$ cat config.mk
export PLATFORM = sky130hd
export DESIGN_NAME = led_matrix_row_scanner_top
export DESIGN_NICKNAME = d
export VERILOG_FILES = /design/src/hdl/lmrs_pkg.sv /design/src/hdl/lmrs_front.sv /design/src/hdl/lmrs_queue.sv /design/src/hdl/lmrs_back.sv /design/src/hdl/led_matrix_row_scanner_top.sv
export SDC_FILE = /design/constraint.sdc
export NUM_CORES = 1
export LEC_CHECK = 0
export ABC_AREA = 1
export BUFFER_PORTS_ARGS = -buffer_cell sky130_fd_sc_hd__buf_2
export CAP_MARGIN = 25
export CORE_MARGIN = 2
export CORE_UTILIZATION = 60
export CTS_CLUSTER_DIAMETER = 60
export DETAILED_ROUTE_END_ITERATION = 16
export PLACE_DENSITY = 0.87
export SKIP_CTS_REPAIR_TIMING = 1
export SLEW_MARGIN = 40
export SYNTH_ARGS = -nofsm -noshare
export SYNTH_HDL_FRONTEND = slang
export SYNTH_SLANG_ARGS = --single-unit
export TNS_END_PERCENT = 100
$ cat constraint.sdc
create_clock -name clk -period 8.85 [get_ports clk]
set_input_delay 0.4425 -clock clk [delete_from_list [all_inputs] [get_ports clk]]
set_output_delay 0.4425 -clock clk [all_outputs]
set_load 0.02 [all_outputs]
$ cat src/hdl/lmrs_pkg.sv
// Shared types and constants of the LED matrix row scanner.
package lmrs_pkg;

  // Shift steps per row, one bit into each 32-bit chain per step.
  localparam int unsigned SHIFT_STEPS = 32;
  // Width of the step counter: enough for the blank step index.
  localparam int unsigned STEP_CNT_W  = 6;
  // Step indexes of the light and blank steps.
  localparam logic [STEP_CNT_W-1:0] LIGHT_STEP = STEP_CNT_W'(32);
  localparam logic [STEP_CNT_W-1:0] BLANK_STEP = STEP_CNT_W'(33);

  // Kind of one result step.
  typedef enum logic [1:0] {
    STEP_SHIFT = 2'd0,
    STEP_LIGHT = 2'd1,
    STEP_BLANK = 2'd2
  } step_kind_t;

  // One classified row, as it waits between the front and the back end.
  // Bit i of each sequence is the chain bit for shift step i.
  typedef struct packed {
    logic [SHIFT_STEPS-1:0] left_seq;
    logic [SHIFT_STEPS-1:0] right_seq;
    logic                   upper_half;
    logic [7:0]             row_select;
  } lmrs_entry_t;

  localparam int unsigned ENTRY_W = $bits(lmrs_entry_t);

endpackage

$ cat src/hdl/lmrs_front.sv
// Front end: classifies an incoming row into panel half, select code and chain bit order.
module lmrs_front (
  input  logic [5:0]           row_number,
  input  logic [63:0]          row_bits,
  input  logic                 mirror,
  output lmrs_pkg::lmrs_entry_t entry
);

  logic       lower;
  logic       descending;
  logic [5:0] phys_row;
  logic [5:0] phys_minus;
  logic [63:0] scan_word;
  logic [31:0] hi_word;
  logic [31:0] lo_word;
  logic [31:0] hi_seq;
  logic [31:0] lo_seq;
  logic [7:0]  sel_code;

  // Rows above 25 sit on the lower panels; the upper panels count rows upside down.
  assign lower      = row_number > 6'd25;
  assign descending = lower ^ mirror;
  assign phys_row   = lower ? (row_number - 6'd25) : (6'd26 - row_number);
  assign phys_minus = phys_row - 6'd15;

  // Ascending scans use the row moved up by seven columns.
  assign scan_word = descending ? row_bits : {row_bits[56:0], 7'b0};
  assign hi_word   = scan_word[63:32];
  assign lo_word   = scan_word[31:0];

  // Put the bits in step order: a descending scan reads each half from the top.
  always_comb begin
    for (int i = 0; i < 32; i++) begin
      hi_seq[i] = descending ? hi_word[31-i] : hi_word[i];
      lo_seq[i] = descending ? lo_word[31-i] : lo_word[i];
    end
  end

  // Multiplexer select: low nibble for rows 1 to 15, high nibble for rows 16 to 25.
  always_comb begin
    if (phys_row >= 6'd1 && phys_row <= 6'd15) begin
      sel_code = {2'b00, phys_row};
    end else if (phys_row >= 6'd16 && phys_row <= 6'd25) begin
      sel_code = {phys_minus[3:0], 4'b0000};
    end else begin
      sel_code = 8'd0;
    end
  end

  // The high chain is the right one unless the row is mirrored.
  assign entry.left_seq   = mirror ? hi_seq : lo_seq;
  assign entry.right_seq  = mirror ? lo_seq : hi_seq;
  assign entry.upper_half = ~lower;
  assign entry.row_select = sel_code;

endmodule

$ cat src/hdl/lmrs_queue.sv
// Short first-in first-out queue of classified rows between front and back end.
module lmrs_queue #(
  parameter int unsigned WIDTH = 8,
  parameter int unsigned DEPTH = 2
) (
  input  logic             clk,
  input  logic             rst_n,
  input  logic             push,
  input  logic [WIDTH-1:0] push_data,
  output logic             full,
  input  logic             pop,
  output logic             not_empty,
  output logic [WIDTH-1:0] pop_data
);

  localparam int unsigned AW = (DEPTH > 1) ? $clog2(DEPTH) : 1;
  localparam int unsigned CW = $clog2(DEPTH + 1);

  logic [WIDTH-1:0] slot_r [DEPTH];
  logic [AW-1:0]    wr_ptr_r, wr_ptr_nxt;
  logic [AW-1:0]    rd_ptr_r, rd_ptr_nxt;
  logic [CW-1:0]    count_r,  count_nxt;

  assign full      = count_r == CW'(DEPTH);
  assign not_empty = count_r != '0;
  assign pop_data  = slot_r[rd_ptr_r];

  // Pointer and fill count update, wrapping at the depth.
  always_comb begin
    wr_ptr_nxt = wr_ptr_r;
    rd_ptr_nxt = rd_ptr_r;
    count_nxt  = count_r;
    if (push) begin
      wr_ptr_nxt = (wr_ptr_r == AW'(DEPTH - 1)) ? '0 : wr_ptr_r + AW'(1);
    end
    if (pop) begin
      rd_ptr_nxt = (rd_ptr_r == AW'(DEPTH - 1)) ? '0 : rd_ptr_r + AW'(1);
    end
    if (push && !pop) begin
      count_nxt = count_r + CW'(1);
    end else if (pop && !push) begin
      count_nxt = count_r - CW'(1);
    end
  end

  always_ff @(posedge clk) begin
    if (!rst_n) begin
      wr_ptr_r <= '0;
      rd_ptr_r <= '0;
      count_r  <= '0;
    end else begin
      wr_ptr_r <= wr_ptr_nxt;
      rd_ptr_r <= rd_ptr_nxt;
      count_r  <= count_nxt;
    end
  end

  // Storage slots need no reset.
  always_ff @(posedge clk) begin
    if (push) begin
      slot_r[wr_ptr_r] <= push_data;
    end
  end

`ifndef SYNTHESIS
  a_count_bound: assert property (@(posedge clk) disable iff (!rst_n)
    count_r <= CW'(DEPTH))
    else $error("queue fill count beyond depth");
  a_pop_not_empty: assert property (@(posedge clk) disable iff (!rst_n)
    pop |-> count_r != '0)
    else $error("queue popped while empty");
  a_push_grows: assert property (@(posedge clk) disable iff (!rst_n)
    (push && !pop) |=> count_r == $past(count_r) + CW'(1))
    else $error("queue count did not grow on push");
`endif

endmodule

$ cat src/hdl/lmrs_back.sv
// Back end: steps through the 34 drive steps of each queued row into an output register.
module lmrs_back (
  input  logic                  clk,
  input  logic                  rst_n,
  input  logic                  q_not_empty,
  input  lmrs_pkg::lmrs_entry_t q_entry,
  output logic                  q_pop,
  output logic                  out_valid,
  input  logic                  out_ready,
  output lmrs_pkg::step_kind_t  out_kind,
  output logic                  out_half,
  output logic                  out_left,
  output logic                  out_right,
  output logic [7:0]            out_sel,
  output logic                  out_last
);

  logic                                active_r;
  logic [lmrs_pkg::STEP_CNT_W-1:0]     step_r;
  logic [lmrs_pkg::SHIFT_STEPS-1:0]    left_sr_r;
  logic [lmrs_pkg::SHIFT_STEPS-1:0]    right_sr_r;
  logic                                half_r;
  logic [7:0]                          sel_r;
  logic                                advance;
  logic                                at_blank;

  logic                                out_valid_r;
  lmrs_pkg::step_kind_t                out_kind_r;
  logic                                out_half_r;
  logic                                out_left_r;
  logic                                out_right_r;
  logic [7:0]                          out_sel_r;
  logic                                out_last_r;

  // A step moves into the output register whenever that register is free or being drained.
  assign advance  = active_r && (!out_valid_r || out_ready);
  assign at_blank = step_r == lmrs_pkg::BLANK_STEP;
  // The next row is loaded while the blank step of the current one goes out.
  assign q_pop    = q_not_empty && (!active_r || (advance && at_blank));

  // Sequencer control state.
  always_ff @(posedge clk) begin
    if (!rst_n) begin
      active_r    <= 1'b0;
      step_r      <= '0;
      out_valid_r <= 1'b0;
    end else begin
      if (q_pop) begin
        active_r <= 1'b1;
        step_r   <= '0;
      end else if (advance) begin
        if (at_blank) begin
          active_r <= 1'b0;
        end
        step_r <= step_r + lmrs_pkg::STEP_CNT_W'(1);
      end
      if (advance) begin
        out_valid_r <= 1'b1;
      end else if (out_ready) begin
        out_valid_r <= 1'b0;
      end
    end
  end

  // Row data and chain shift registers.
  always_ff @(posedge clk) begin
    if (q_pop) begin
      left_sr_r  <= q_entry.left_seq;
      right_sr_r <= q_entry.right_seq;
      half_r     <= q_entry.upper_half;
      sel_r      <= q_entry.row_select;
    end else if (advance && step_r < lmrs_pkg::LIGHT_STEP) begin
      left_sr_r  <= {1'b0, left_sr_r[lmrs_pkg::SHIFT_STEPS-1:1]};
      right_sr_r <= {1'b0, right_sr_r[lmrs_pkg::SHIFT_STEPS-1:1]};
    end
  end

  // Output register payload for the step being issued.
  always_ff @(posedge clk) begin
    if (advance) begin
      out_half_r <= half_r;
      if (step_r < lmrs_pkg::LIGHT_STEP) begin
        out_kind_r  <= lmrs_pkg::STEP_SHIFT;
        out_left_r  <= left_sr_r[0];
        out_right_r <= right_sr_r[0];
        out_sel_r   <= 8'd0;
        out_last_r  <= 1'b0;
      end else if (step_r == lmrs_pkg::LIGHT_STEP) begin
        out_kind_r  <= lmrs_pkg::STEP_LIGHT;
        out_left_r  <= 1'b0;
        out_right_r <= 1'b0;
        out_sel_r   <= sel_r;
        out_last_r  <= 1'b0;
      end else begin
        out_kind_r  <= lmrs_pkg::STEP_BLANK;
        out_left_r  <= 1'b0;
        out_right_r <= 1'b0;
        out_sel_r   <= 8'd0;
        out_last_r  <= 1'b1;
      end
    end
  end

  assign out_valid = out_valid_r;
  assign out_kind  = out_kind_r;
  assign out_half  = out_half_r;
  assign out_left  = out_left_r;
  assign out_right = out_right_r;
  assign out_sel   = out_sel_r;
  assign out_last  = out_last_r;

`ifndef SYNTHESIS
  a_step_bound: assert property (@(posedge clk) disable iff (!rst_n)
    active_r |-> step_r <= lmrs_pkg::BLANK_STEP)
    else $error("step counter beyond blank step");
  a_last_is_blank: assert property (@(posedge clk) disable iff (!rst_n)
    (out_valid_r && out_last_r) |-> out_kind_r == lmrs_pkg::STEP_BLANK)
    else $error("last flag on a step that is not the blank step");
  a_sel_only_light: assert property (@(posedge clk) disable iff (!rst_n)
    (out_valid_r && out_kind_r != lmrs_pkg::STEP_LIGHT) |-> out_sel_r == 8'd0)
    else $error("row select driven outside the light step");
  a_pop_idle_or_end: assert property (@(posedge clk) disable iff (!rst_n)
    q_pop |-> (!active_r || at_blank))
    else $error("new row loaded in the middle of a sequence");
`endif

endmodule

$ cat src/hdl/led_matrix_row_scanner_top.sv
// Top level of the LED matrix row scanner: stream ports, front end, row queue and back end.
//
// Each accepted transaction is one display row; the block answers with 34 result
// transactions: 32 shift steps carrying one bit for each of the left and right 32-bit
// chains, a light step carrying the row's multiplexer select code, and a blank step
// flagged with out_tlast. Rows 26 to 50 drive the lower panel pair, rows 1 to 25 the
// upper pair. The back end's step sequencer issues one step per cycle while the output
// register is not held by a stalled out_tready; the front end classifies a row in the
// cycle it arrives and a queue of QUEUE_DEPTH rows lets input be taken while the previous
// row is still being sent, so rows stream with no gap between sequences. The result
// is held in an output register until taken. There is no configuration and no start-up
// pass after reset.
module led_matrix_row_scanner_top #(
  parameter int unsigned QUEUE_DEPTH = 2
) (
  input  logic        clk,
  input  logic        rst_n,
  input  logic        in_tvalid,
  output logic        in_tready,
  // [5:0] row_number, [69:6] row_bits, [70] mirror, [71] zero
  input  logic [71:0] in_tdata,
  output logic        out_tvalid,
  input  logic        out_tready,
  // [0] panel_half, [1] left_bit, [2] right_bit, [10:3] row_select, [15:11] zero
  output logic [15:0] out_tdata,
  // [1:0] step_kind
  output logic [1:0]  out_tuser,
  output logic        out_tlast
);

  lmrs_pkg::lmrs_entry_t front_entry;
  lmrs_pkg::lmrs_entry_t q_entry;
  logic [lmrs_pkg::ENTRY_W-1:0] q_data;
  logic                  q_full;
  logic                  q_not_empty;
  logic                  q_pop;
  logic                  push;
  lmrs_pkg::step_kind_t  step_kind;
  logic                  panel_half;
  logic                  left_bit;
  logic                  right_bit;
  logic [7:0]            row_select;

  // Input side: accept while the queue has room.
  assign in_tready = ~q_full;
  assign push      = in_tvalid & ~q_full;

  lmrs_front u_front (
    .row_number (in_tdata[5:0]),
    .row_bits   (in_tdata[69:6]),
    .mirror     (in_tdata[70]),
    .entry      (front_entry)
  );

  lmrs_queue #(
    .WIDTH (lmrs_pkg::ENTRY_W),
    .DEPTH (QUEUE_DEPTH)
  ) u_queue (
    .clk       (clk),
    .rst_n     (rst_n),
    .push      (push),
    .push_data (front_entry),
    .full      (q_full),
    .pop       (q_pop),
    .not_empty (q_not_empty),
    .pop_data  (q_data)
  );

  assign q_entry = q_data;

  lmrs_back u_back (
    .clk         (clk),
    .rst_n       (rst_n),
    .q_not_empty (q_not_empty),
    .q_entry     (q_entry),
    .q_pop       (q_pop),
    .out_valid   (out_tvalid),
    .out_ready   (out_tready),
    .out_kind    (step_kind),
    .out_half    (panel_half),
    .out_left    (left_bit),
    .out_right   (right_bit),
    .out_sel     (row_select),
    .out_last    (out_tlast)
  );

  // Result packing.
  assign out_tdata = {5'b0, row_select, right_bit, left_bit, panel_half};
  assign out_tuser = step_kind;

endmodule
==> results of run 1 <==
-- worst min-delay path: stages --
cell and delay [ns]:
buf_2 0.14, nand2_1 0.09, nor2_1 0.04
-- area by class of cell --
class / count / area (um^2) / share of cell area
multi-input combinational: 567 / 3210 / 0.259
sequential: 245 / 7230 / 0.583
inverter: 97 / 364 / 0.0294
tap: 229 / 287 / 0.0231
clock inverter: 11 / 97.6 / 0.00787
antenna: 3 / 7.51 / 0.000605
clock buffer: 33 / 676 / 0.0545
timing repair buffer: 98 / 526 / 0.0424
-- cell usage after synthesis, drive strengths merged (2+ instances only) --
cell | number | area, um^2
edfxtp | 232 | 6970
nand2 | 211 | 842
o21ai | 161 | 843
inv | 97 | 364
mux2i | 62 | 621
o211ai | 48 | 360
buf | 37 | 253
nor2 | 32 | 120
clkbuf | 22 | 82.6
dfxtp | 13 | 260
a21oi | 12 | 60.1
nand3 | 12 | 72.6
ha | 9 | 113
xor2 | 6 | 52.6
xnor2 | 3 | 26.3
nand4 | 2 | 12.5
o22ai | 2 | 12.5
-- placed cells by master, fill, tap and decap left out, drive strengths merged --
cell type	count
nor2	32
clkbuf	33
ha	9
diode	3
xor2	6
nand2	211
or2	1
a21oi	12
o22ai	2
clkinv	7
o211ai	48
nand3	12
nor4	1
o21ai	161
bufinv	1
nand4	2
edfxtp	232
conb	5
dfxtp	13
inv	99
mux2i	62
buf	98
xnor2	3
clkinvlp	1
-- cells by family (layout without fill, tap and decap cells) --
family                     count (synthesis)  after routing  synth area share
other                                      1              8          0.000338
AOI/OAI and AO/OA                        223            223             0.115
xor gates and xnor gates                   9              9           0.00711
buffers and inverters                    156            239            0.0631
DFF                                      245            245             0.652
adders and majority gates                  9              9            0.0102
muxes                                     62             62            0.0560
and+or+nand+nor                          259            259            0.0962
-- power breakdown --
part	leakage (nW)	switching, mW	internal [mW]	total, mW
logic	2.13	0.701	0.303	1.00
registers	2.32	0.100	1.78	1.88
clock network	0.378	0.419	0.569	0.988
total	4.83	1.22	2.65	3.87
-- metrics by stage --
step | std cells | setup WS, ns | total power [mW] | instance area (um^2) | util
floorplan | 968 | 3.09 | 2.66 | 11100 | -
global placement | 1236 | 5.22 | 2.83 | 11600 | 0.643
detailed placement | 1236 | 5.10 | 2.88 | 11600 | 0.644
CTS | 1280 | 5.62 | 3.88 | 12400 | 0.687
global route | 1283 | 5.25 | 4.08 | 12400 | 0.688
finish | 1283 | 5.54 | 3.87 | 12400 | 0.688
-- state kept, by name, summed over array words and instances (netlist names), named ones only --
register,cells
u_back.sel_r,8
u_queue.count_r,2
u_back.step_r,6
u_back.half_r,1
u_back.out_kind,1
u_back.out_valid,1
u_back.out_left,1
u_back.out_right,1
u_queue.rd_ptr_r,1
u_back.out_half,1
u_back.out_sel,8
u_back.left_sr_r,32
u_back.active_r,1
u_back.out_last,1
u_queue.wr_ptr_r,1
u_queue.slot_r,146
u_back.right_sr_r,32
-- layer usage --
layer | part of all wire | routed length (um)
met5 | 0 | 0
met4 | 0.032 | 694
met3 | 0.074 | 1640
met2 | 0.50 | 11000
met1 | 0.39 | 8630
-- worst paths after layout --
kind	depth (start not counted)	end	slack, ns
worst max register to register	10	u_queue.count_r[1]	6.20
worst min-delay path	3	flop	0.24
worst max-delay path	13	u_queue.slot_r[0][24]	5.54
worst min register to register	0	u_back.out_half	0.43
==> reports/results.ini, run 1 <==
[status]
outcome = completed

[worst_setup_path]
path_cells = buf_2 -> inv_1 -> ha_1 -> nand2_1 -> nand3_4 -> nand2_4 -> inv_2 -> nand2_4 -> nand2_2 -> buf_4 -> nand2_1 -> o211ai_1 -> o21ai_1
cp-startpoint = in_tdata[0]
slowest_delay_ns = 0.67
cp-end-kind = flop
worstReg2RegStart = u_back.step_r[5]
crit_type = primary input to flop
cp-start-kind = primary input
cp.required_ns = 9.08
cp_max_fo = 72
critPathTopFamily = buffers and inverters
crit_buf_inv = 4
arrival_ns = 3.54
cp_slowest_cell = buf_4

[min_path]
min_from = rst_n
hp-class = primary input to flop

[sta]
slew_violations = 0
post-route-period-util = 0.374
worst_clock_skew_ns = 0.0145
finalCriticalPeriod_ns = 3.31
hold-worst-slack_ns = 0.244
relSlewSlack = 0.467
worst_pin_slew_ns = 0.799
fmax_mhz = 302
setup_tns_ns = 0
rsz0062_at_grt = false
setup_viol = 0
hold_viol_final = 0

[floorplan]
core_area_mm2 = 0.0180
die_area_mm2 = 0.0196
start_util = 0.615
dieWidth_um = 140
row_count = 49
fp.dieH_um = 140
ios = 97

[global_route]
antenna_found_initial = 3
grtUsageMet1 = 0.293
globalRouteMet3Util = 0.0332
grt_pass1_wl_um = 35600
overflow = 0
first_global_vias = 7279
grt_usage = 0.226
grtUsageMet2 = 0.383
busiest_layer = met2
grt_max_degree = 80

[synth]
synth_edf_count = 232
synthFlopType = edfxtp_1
syn_inst = 964
synth_cell_types = 29
yosys_warnings = 0
synth_seq_area_share = 0.652
synthArstFlopShare = 0
syn_avg_cell_area_um2 = 11.5
ys_ff_latch = 245
syn-cell-area_mm2 = 0.0111

[place]
post-dp-hpwl_um = 13300
gp_congestion = 0.931
port_buffers = 90

[layout]
fillers = 1210
area_growth_pct = 11.9
layout.nets = 1118
drive_above_1_share = 0.163

[power_and_ir_drop]
powerDensity_mw_per_mm2 = 312
ir_worst_vdd_v = 0.000327
p_leak_nw = 4.83

[job]
cap_violations = 0

[drt]
wl_per_cell_um = 17.1
drt_iter0_drc = 792
wirelength_um = 22000
ant_nets = 0
drc = 0
vias = 7383
dr.pass1.iters = 6
vias_per_cell = 5.75

[clocking]
clk_pin_slew_worst_paths_ns = 0.06
cts-root-buf = clkbuf_16
h-tree-depth = 1
cts_buffers = 24
cts_tree = yes
cts_buffer_depth = 3
cts_sinks = 245
clk_latency_ns = 0.51

(Power assumes the default switching activity.)
==> inputs of run 2 (changes only) <==
- CORE_UTILIZATION: 60 -> 54
- PLACE_DENSITY: 0.87 -> 0.83
- clock period: 8.85 -> 3 ns (I/O delays scaled with it)
==> run 2 against run 1 <==
First-iteration DRC count rose by 2.3%. Sequential share of layout area down 1.3 points. Largest power group unchanged. Routed wire length about the same. Worst setup slack got worse by 5.0 ns. Clock-buffer cell count is 7 lower. Highest routed layer unchanged.
==> reports/results.ini, run 2 (synthesis results as in run 1) <==
[layout]
mostFrequentLayoutCell = edfxtp_1
regMostFlops = u_queue.slot_r
area_growth_pct = 14.5
final_cell_mix = edfxtp_1, nand2_1, o21ai_1
drive_above_1_share = 0.174  ; +0.0115
largest_register_ff_count = 146  ; unchanged
largestRegisters = u_queue.slot_r: 146 flops, u_back.left_sr_r: 32 flops, u_back.right_sr_r: 32 flops
final_core_util = 0.629  ; -0.0586
layout.nets = 1129  ; +0.98%

[drt]
vias_per_cell = 5.51  ; -4.2%
wirelength_um = 22000  ; about the same
wl_per_cell_um = 16.5  ; -3.8%
drc = 0  ; unchanged
ant_nets = 0  ; unchanged
vias = 7345  ; -0.51%
dr.pass1.iters = 5  ; -1
drt_iter0_drc = 810  ; +2.3%

[clocking]
clk_latency_ns = 0.52  ; about the same
cts_tree = yes
cts_buffer_depth = 3  ; unchanged
h-tree-depth = 1  ; unchanged
cts_sinks = 245  ; unchanged
cts_buffers = 24  ; unchanged
cts-root-buf = clkbuf_16
clk_pin_slew_worst_paths_ns = 0.06  ; about the same

[sta]
post-route-period-util = 0.833
slew_violations = 0  ; unchanged
setup_viol = 0  ; unchanged
fmax_mhz = 400
relSlewSlack = 0.536  ; +0.0683
setup_tns_ns = 0  ; unchanged
finalCriticalPeriod_ns = 2.50
rsz0062_at_grt = false
hold_viol_final = 0  ; unchanged
worst_clock_skew_ns = 0.0150  ; +0.000567 ns
worst_pin_slew_ns = 0.697  ; -0.102 ns

[min_path]
hp-class = primary input to flop
min_from = in_tdata[31]
hold_end = u_queue.slot_r[1][47]
hold_path_depth = 3  ; unchanged

[floorplan]
dieWidth_um = 147  ; +5.3%
fp.dieH_um = 147  ; +5.3%
start_util = 0.550  ; -0.0654
die_area_mm2 = 0.0217  ; +11%
row_count = 52  ; +6.1%
core_area_mm2 = 0.0202  ; +12%
ios = 97  ; unchanged

[worst_setup_path]
cp.required_ns = 3.38  ; -5.70 ns
cp_max_fo = 34  ; -53%
ff2ff_path_depth = 10  ; unchanged
rrSetupSlack_ns = 0.50  ; -5.70 ns
r2r-end = u_queue.count_r[1]
worstReg2RegStart = u_back.step_r[5]
arrival_ns = 2.88  ; -0.66 ns
crit_type = flop to flop
cp-start-kind = flop
cp-end-kind = flop

[status]
outcome = completed

[power_and_ir_drop]
ir_worst_vdd_v = 0.000570  ; +74%
powerDensity_mw_per_mm2 = 943  ; +200%
p_leak_nw = 4.95  ; +2.5%
power_mw = 12.0  ; +210%

[global_route]
busiest_layer = met2
overflow = 0  ; unchanged
grtUsageMet2 = 0.334  ; -0.0490
grtUsageMet1 = 0.278  ; -0.0153
antenna_found_initial = 0  ; -3
globalRouteMet3Util = 0.0270  ; -0.00614
grt_max_degree = 86  ; +7.5%
grt_usage = 0.202  ; -0.0242
grt_pass1_wl_um = 35200  ; -1.1%
first_global_vias = 7121  ; -2.2%

[place]
post-dp-hpwl_um = 13700  ; +3.2%
port_buffers = 90  ; unchanged
gp_congestion = 0.825  ; -11%

[job]
cap_violations = 0  ; unchanged

## run 2: changes by cell type in the layout (fill, tap and decap cells not counted), sizes merged, moves of 2 or more
cell         delta
bufinv          +5
dlygate4sd3     +2
buf             +9
clkinvlp        +3
diode           -2
clkbuf          -7
inv             -2
## run 2: stage by stage
stage	worst slack (ns)	instance area [um^2]	instances	hold slack [ns]
2_1_floorplan	-0.0373	11100	968	0.282
3_3_place_gp	0.552	11800	1286	0.410
3_5_place_dp	0.446	11800	1286	0.413
4_1_cts	0.547	12700	1330	-0.0835
5_1_grt	0.321	12700	1332	0.00441
6_report	0.502	12700	1333	0.0159
## run 2: layer usage
metal	routed length, um	vias to the layer above	share of wire
li1	-	3529	-
met1	9220	3443	0.42
met2	10600	324	0.48
met3	1570	49	0.071
met4	532	0	0.024
met5	0	-	0
## run 2: cell type report
cell class | instances | area, um^2
Antenna cell | 1 | 2.50
Timing Repair Buffer | 109 | 673
Tap cell | 270 | 338
Clock buffer | 26 | 629
Clock inverter | 18 | 251
Inverter | 97 | 364
Multi-Input combinational cell | 567 | 3200
Fill cell | 1488 | 7480
Sequential cell | 245 | 7230
## run 2: critical path, stage by stage (launching register included)
cell and delay [ns]:
dfxtp_1 0.49, inv_2 0.09, nor4_2 0.29, nand3_1 0.11
nand2_1 0.17, nand2_4 0.24, ha_1 0.41, a21oi_1 0.15
o21ai_0 0.14, o21ai_0 0.20, a21oi_1 0.07
## run 2: worst max path at each step
| stage | startpoint | end | slack [ns] | cells past startpoint |
|---|---|---|---|---|
| detailed placement | in_tdata[0] | u_queue.slot_r[0][33] | 0.45 | 12 |
| floorplan | u_queue.count_r[0] | u_queue.slot_r[1][0] | -0.04 | 4 |
| global route | u_back.step_r[5] | u_queue.count_r[1] | 0.32 | 10 |
| finish | u_back.step_r[5] | u_queue.count_r[1] | 0.50 | 10 |
| CTS | u_back.step_r[5] | u_queue.count_r[1] | 0.55 | 10 |
| global placement | in_tdata[0] | u_queue.slot_r[1][34] | 0.55 | 12 |
## run 2: power by group
group / switching (mW) / internal (mW)
Clock: 1.28 / 2.04
Combinational: 1.99 / 1.03
Sequential: 0.409 / 5.23
Total: 3.68 / 8.29
==> inputs of run 3 (changes only) <==
- ABC_AREA: 1 -> 0
- clock period: 3 -> 2.2 ns (I/O delays scaled with it)
==> run 3 against run 2 <==
Sequential power up 30%. Combinational power up 36%. Cell area down 0.62%. Cell count down 14%. Maximum frequency up 24%. Area after synthesis down 0.55%. Worst setup slack worse by 0.31 ns. Total power up 26%. Routed wire length down 11%. Worst hold slack worse by 0.015 ns. Non-clock buffer count up 10. Utilization down 0.19 points. Critical path type unchanged. Critical endpoint unchanged. Largest power group unchanged.
==> reports/results.ini, run 3 <==
[place]
post-dp-hpwl_um = 12700  ; -7.7%
placed_cell_area_mm2 = 0.0118  ; +0.30%
dp_cells = 1101  ; -14%
port_buffers = 90  ; unchanged
gp_congestion = 0.840  ; +1.9%

[min_path]
hp-class = primary input to flop

[global_route]
grt_pass1_wl_um = 31600  ; -10%
overflow = 0  ; unchanged
first_global_vias = 6369  ; -11%
grt_max_degree = 78  ; -9.3%
antenna_found_initial = 0  ; unchanged
grt_usage = 0.184  ; -0.0182

[drt]
wirelength_um = 19600  ; -11%
drt_iter0_drc = 417  ; -49%
vias_per_cell = 5.45  ; -1.0%
ant_nets = 0  ; unchanged
dr.pass1.iters = 5  ; unchanged
vias = 6282  ; -14%
wl_per_cell_um = 17.0  ; +3.1%
drc = 0  ; unchanged

[floorplan]
core_area_mm2 = 0.0201  ; -0.32%
start_util = 0.548  ; -0.00127
row_count = 52  ; unchanged
fp.dieH_um = 147  ; -0.27%
dieWidth_um = 147  ; -0.27%
die_area_mm2 = 0.0216  ; -0.54%
ios = 97  ; unchanged

[synth]
synth_simple_gate_area_frac = 0.0620  ; -0.0342
yosys-top-cells-area = edfxtp_1, mux2i_1, nand2_1, dfxtp_1, o21ai_1
synthArstFlopShare = 0  ; unchanged
yosysMostFrequentCell = edfxtp_1
ys_ff_latch = 245  ; unchanged
syn_avg_cell_area_um2 = 14.3  ; +25%
syn-cell-area_mm2 = 0.0110  ; -0.55%
synth_compound_area_frac = 0.0627  ; -0.0525
synth_xor_area_frac = 0.0102  ; +0.00310
syn_inst = 770  ; -20%
synth_top_cell_area_share = 0.632  ; +0.00350
synth_mux_area_frac = 0.163  ; +0.107
synth_top_family_by_area = multiplexers
synthFlopType = edfxtp_1
synth_cell_types = 50  ; +72%
yosys_warnings = 0  ; unchanged
synth_edf_count = 232  ; unchanged
ys_top_cells_by_count = edfxtp_1, mux2i_1, nand2_1
synth_seq_area_share = 0.656  ; +0.00363
synth_area_leader_cell = edfxtp_1
synthAdderAreaFrac = 0.0102  ; +0.0000565

[sta]
finalCriticalPeriod_ns = 2.01  ; -0.486 ns
fmax_mhz = 497  ; +24%
post-route-period-util = 0.914  ; +0.0818
worst_pin_slew_ns = 0.606  ; -0.0912 ns
rsz0062_at_grt = false
worst_clock_skew_ns = 0.00660  ; -0.00843 ns
setup_tns_ns = 0  ; unchanged
relSlewSlack = 0.595  ; +0.0592
hold_viol_final = 0  ; unchanged
slew_violations = 0  ; unchanged
setup_viol = 0  ; unchanged

[layout]
regMostFlops = u_queue.slot_r
layout.nets = 951  ; -16%
fillers = 1422  ; -4.4%
diodes = 0  ; -1
stdcell_area_mm2 = 0.0126  ; -0.62%
largest_register_ff_count = 146  ; unchanged
drive_above_1_share = 0.214  ; +0.0401
area_growth_pct = 14.4  ; about the same
final_core_util = 0.627  ; -0.00188
largestRegisters = u_queue.slot_r: 146 flops, u_back.left_sr_r: 32 flops, u_back.right_sr_r: 32 flops
fin_cells = 1152  ; -14%
final_cell_mix = edfxtp_1, mux2i_1, nand2_1, buf_2, o21ai_1
mostFrequentLayoutCell = edfxtp_1

[power_and_ir_drop]
ir_worst_vdd_v = 0.000683  ; +20%
p_leak_nw = 4.85  ; -2.1%
powerDensity_mw_per_mm2 = 1200  ; +27%

[worst_setup_path]
crit_type = flop to flop
path_cells = nor4b_4 -> a31oi_1 -> or2_4 -> ha_1 -> or3_1 -> a21boi_0
arrival_ns = 2.45  ; -0.43 ns
cp-start-kind = flop
cp.required_ns = 2.63  ; -0.75 ns
cp_max_fo = 7  ; -79%
cp_slowest_cell = dfxtp_2
cp-end-kind = flop
rrSetupSlack_ns = 0.19  ; -0.31 ns
slowest_delay_ns = 0.40  ; -0.09 ns

[clocking]
cts-root-buf = clkbuf_16
cts_sinks = 245  ; unchanged
clk_latency_ns = 0.51  ; about the same
cts_buffer_depth = 3  ; unchanged
h-tree-depth = 1  ; unchanged
cts_buffers = 25  ; +4.2%
clk_pin_slew_worst_paths_ns = 0.06  ; about the same
cts_tree = yes

[job]
cap_violations = 0  ; unchanged

[status]
outcome = completed

[run 3: cell types whose count changed after synthesis, moves of 8 or more]
cell      previous run  this run
nor2_1              32        17
buf_2               16         8
nand2_1            195        89
inv_1               93         9
mux2_2               0        11
o21ai_0             54        15
o211ai_1            48         0
and3_1               0        10
mux2i_1             62       167
o21ai_1             97        40
o21ai_2             10        22
nand2_2             14         0
[run 3: critical path: cells and delay by family (launching register included)]
family	cells	cell delay, ns
and+or+nand+nor	3	0.88
DFF	1	0.40
adders and majority gates	1	0.35
AOI/OAI and AO/OA	2	0.30
[run 3: per-stage QoR]
step                      power (mW)  hold WS, ns  worst slack (ns)
after floorplan                 10.5        0.227            -0.170
after global placement          11.3        0.404             0.117
after detailed placement        11.5        0.415            0.0119
after CTS                       15.3       -0.104             0.168
after global routing            16.0      0.00361            0.0352
final                           15.1     0.000762             0.188
[run 3: area by class of cell]
type	instances	area, um^2	area share
Clock buffer	28	637	0.0505
Sequential cell	245	7230	0.573
Inverter	11	41.3	0.00327
Clock inverter	15	72.6	0.00575
Timing Repair Buffer	119	853	0.0676
Multi-Input combinational cell	464	3440	0.273
Tap cell	270	338	0.0268
[run 3: cell families (layout without fill, tap and decap cells)]
family          count (synthesis)  after routing
mux                           178            178
fa+ha+maj                       9              9
other cells                     1              5
simple gates                  150            150
buf+inv                        65            173
compound gates                110            110
flops                         245            245
xor+xnor                       12             12
[run 3: per-layer routing]
| layer | up-vias | part of all wire | global-route usage |
|---|---|---|---|
| li1 | 3054 | - | - |
| met5 | - | 0 | 0 |
| met3 | 35 | 0.036 | 0.0276 |
| met1 | 3066 | 0.43 | 0.231 |
| met4 | 0 | 0.020 | 0.0524 |
| met2 | 127 | 0.52 | 0.332 |
[run 3: path summary, 6_finish.rpt]
path	cells after the start	endpoint	from
worst max register to register	6	u_queue.count_r[1]	u_back.step_r[5]
worst max-delay path	6	u_queue.count_r[1]	u_back.step_r[5]
worst min-delay path	3	u_queue.slot_r[0][13]	in_tdata[33]
worst min register to register	0	u_back.out_half	u_back.half_r
[run 3: power breakdown]
group          leakage [nW]  switching [mW]  total [mW]  internal, mW
clock                 0.344            1.62        3.69          2.06
combinational          2.18            2.57        4.10          1.53
sequential             2.32           0.364        7.33          6.97
total                  4.85            4.56        15.1          10.6
